<file path="src/rtl/core/suf_ram.sv">
// Generic simple dual-port RAM with one write port and one registered read port.
`default_nettype none

module suf_ram #(
   parameter int WIDTH = 8,
   parameter int DEPTH = 16,
   localparam int AW = (DEPTH > 1) ? $clog2(DEPTH) : 1
) (
   input  logic             clock,
   input  logic             we,
   input  logic [AW-1:0]    waddr,
   input  logic [WIDTH-1:0] wdata,
   input  logic [AW-1:0]    raddr,
   output logic [WIDTH-1:0] rdata
);

   logic [WIDTH-1:0] mem_ff [DEPTH];
   logic [WIDTH-1:0] rdata_ff;

   always_ff @(posedge clock) begin
      if (we) begin
         mem_ff[waddr] <= wdata;
      end
      rdata_ff <= mem_ff[raddr];
   end

   assign rdata = rdata_ff;

endmodule

`default_nettype wire

</file>
<file path="config.mk">
export PLATFORM = sky130hd
export DESIGN_NAME = suf_ram
export DESIGN_NICKNAME = d
export VERILOG_FILES = /design/src/rtl/core/suf_ram.sv
export SDC_FILE = /design/constraint.sdc
export NUM_CORES = 1
export LEC_CHECK = 0
export ABC_AREA = 1
export BUFFER_PORTS_ARGS = -buffer_cell sky130_fd_sc_hd__buf_2
export CAP_MARGIN = 20
export CORE_ASPECT_RATIO = 0.75
export CORE_MARGIN = 3
export CORE_UTILIZATION = 30
export CTS_CLUSTER_SIZE = 10
export DETAILED_ROUTE_END_ITERATION = 12
export PLACE_DENSITY_LB_ADDON = 0.1
export SYNTH_ARGS = -nofsm -noshare
export SYNTH_HDL_FRONTEND = slang
export SYNTH_SLANG_ARGS = --single-unit
</file>
<file path="constraint.sdc">
create_clock -name clock -period 1.3 [get_ports clock]
set_input_delay 0.26 -clock clock [delete_from_list [all_inputs] [get_ports clock]]
set_output_delay 0.26 -clock clock [all_outputs]
set_load 0.01 [all_outputs]
</file>
==> results.yml <==
worst_setup_path:
  cp_cell_sequence: "buf_2"
  endpoint_kind: "primary output"
  slowest_stage: "dfxtp_1"
  slowest_delay_ns: 0.40
  reg2reg_depth: 6
  worstSetupPathType: "register to primary output"
  cp.required_ns: 1.04
  path_max_fanout: 1
  path_delay_family: "flip-flops"
  crit_buf_inv: 1
  critical_path_depth: 1
  startpoint_type: "register"
  crit_arrival_ns: 0.98
finish:
  drive_above_1_share_pct: 14.1
  area_delta_synth_final_pct: 20.0
  diodes: 0
  ff_latch_area_sq_mm: 0.00400
  design.final.nets: 623
  finalInstanceArea_sq_mm: 0.00692
  fillers: 1864
  multiInputGateArea_sq_mm: 0.00121
logic_synthesis:
  synthXorXnorAreaFrac_pct: 0
  yosys.area.top_type_share_pct: 66.7
  post-synth-top-area-cell: "edfxtp_1"
  synth_simple_gate_area_share_pct: 21.0
  syn_inst: 551
  ys_types: 12
  synth_top_family_by_area: "simple AND/OR/NAND/NOR gates"
  synth.mux.area_fraction_pct: 0
  synth-compound-area-share_pct: 0
  yosysSeqAreaShare_pct: 69.4
  avgSynthCellArea_sq_um: 10.5
  synth_seq_cells: 136
  syn_area_sq_mm: 0.00577
  ys.warnings.count: 0
  synth.net_count: 569
  synthAdderAreaFrac_pct: 0
  yosys-top-cells-area: "edfxtp_1 (67%), nand2_1 (11%), nand3_1 (8.4%), inv_1 (6.5%), dfxtp_1 (2.8%)"
global_route:
  grt_max_degree: 45
  grt_pass1_wl_mm: 23.7
  grt-ovfl-total: 0
  grt_use_total_pct: 15.3
  antenna_found_initial: 0
  grt_pass1_vias: 3834
place:
  hpwlAfterDp_mm: 9.93
  place_congestion: 0.759
  postPlaceCellArea_sq_mm: 0.00638
  portBuffers: 25
  pre_cts_slack_ns: -0.139
clocking:
  cts_tree: "built"
  ctsLongestPathBuffers: 2
  cts.sinks: 136
  cts_root_buf: "clkbuf_16"
  clkLatencyLatePin_ns: 0.42
  numCtsBuffers: 17
  h-tree-depth: 4
  post_cts.repair.setup_buffers: 0
  cts_resized: 0
  cts_hold_buf: 0
  path_clk_slew_ns: 0.06
power_and_ir_drop:
  p_sw_mw: 2.25
  ir_drop_uv: 721
  p_seq_share_pct: 48.7
  power-per-cell-area_mw_per_mm2: 1470
  p_leak_nw: 2.98
  combPwrFrac_pct: 6.6
  p_int_mw: 7.90
  clock_power_share_pct: 44.7
  p_sw_share_pct: 22.2
timing:
  min_period_over_period_pct: 95.1
  finalMaxSlewViolations: 0
  relSlewSlack_pct: 72.8
  hold_slack_ns: 0.244
  layout_setup_ws_ns: 0.0638
  timing.final.crit_period_ns: 1.24
  finalSetupViolations: 0
  fin_skew_ns: 0.0103
  rsz0062_at_grt: "no"
  hold_viol: 0
  timing_worst_slew_pin_value_ns: 0.408
  fmax_mhz: 809
routing:
  dr.pass1.iters: 5
  drt_iter0_markers: 283
  dr_total_vias: 3897
  drtAntennaViolNets: 0
  wl_per_cell_microns: 17.6
  drt-total-wl_mm: 15.2
  drcViolationCount: 0
  viasPerCell: 4.51
worst_hold_path:
  hold_depth: 1
  hold_class: "primary input to register"
floorplanning:
  die_area_sq_mm: 0.0209
  core_sq_mm: 0.0187
  initial_core_util_pct: 30.9
  row_count: 43
  ioPinCount: 26
  die_h_microns: 126
  fp.dieW_microns: 166
status:
  status: "finished, final reports clean"
run:
  maxCapViolCount: 0
## cell usage after synthesis, drive strengths merged
library cell,n
nand3b,2
buf,24
edfxtp,128
nand2,173
nand3,97
inv,102
nor2,17
dfxtp,8
## cells in the final DEF, fill, tap and decap left out
cell type and n:
buf_12 7, buf_2 25, buf_4 27, bufinv_16 2, clkbuf_1 3, clkbuf_16 17, clkinv_1 2, clkinv_2 5
clkinvlp_4 2, dfxtp_1 8, edfxtp_1 128, inv_1 100, inv_2 2, nand2_1 173, nand3_1 97, nand3b_1 2
nor2_1 17
## registers in the layout, indices dropped and copies added, names as in the netlist
register	cells
rdata	8
mem_ff	128
## layer usage
metal	share of wire (%)	GRT usage [%]	wire length [microns]
met5	0	0	0
met4	1.1	4.74	160
met3	4.7	4.14	720
met2	42	21.5	6460
met1	52	22.8	7880
## cell families after synthesis
group / after synthesis
buffers and inverters: 126
DFF: 136
and+or+nand+nor: 289
## path summary, 6_finish.rpt
check	end	slack, ns	startpoint
worst max-delay path	rdata[4]	0.06	rdata[4]$_DFF_P_
worst min-delay path	mem_ff[3][1]$_DFFE_PP_	0.24	wdata[1]
worst max register to register	rdata[3]$_DFF_P_	0.27	mem_ff[7][3]$_DFFE_PP_
worst min register to register	rdata[3]$_DFF_P_	0.67	mem_ff[2][3]$_DFFE_PP_
## power groups by stage
stage               Sequential [mW]  Clock [mW]  Combinational (mW)
detailed placement             5.03           0               0.681
global placement               5.03           0               0.679
floorplan                      5.03           0               0.346
global route                   4.95        4.86               0.753
finish                         4.94        4.54               0.671
CTS                            4.94        4.68               0.685
## stage by stage
step | TNS (ns) | utilization (%) | cells | power (mW)
2_1_floorplan | 0 | - | 551 | 5.38
3_3_place_gp | -0.410 | 34.2 | 833 | 5.71
3_5_place_dp | -0.373 | 34.2 | 833 | 5.71
4_1_cts | 0 | 37.1 | 864 | 10.3
5_1_grt | 0 | 37.1 | 864 | 10.6
6_report | 0 | 37.1 | 864 | 10.2
## area by class of cell
type                    instances  area share (%)
flip-flops and latches        136            57.8
multi-input cells             289            17.5
repair buffers                 59            6.76
clock buffers                  20            6.31
inverters                     102            5.53
well taps                     247            4.46
clock inverters                11            1.55
(Power assumes the default switching activity.)
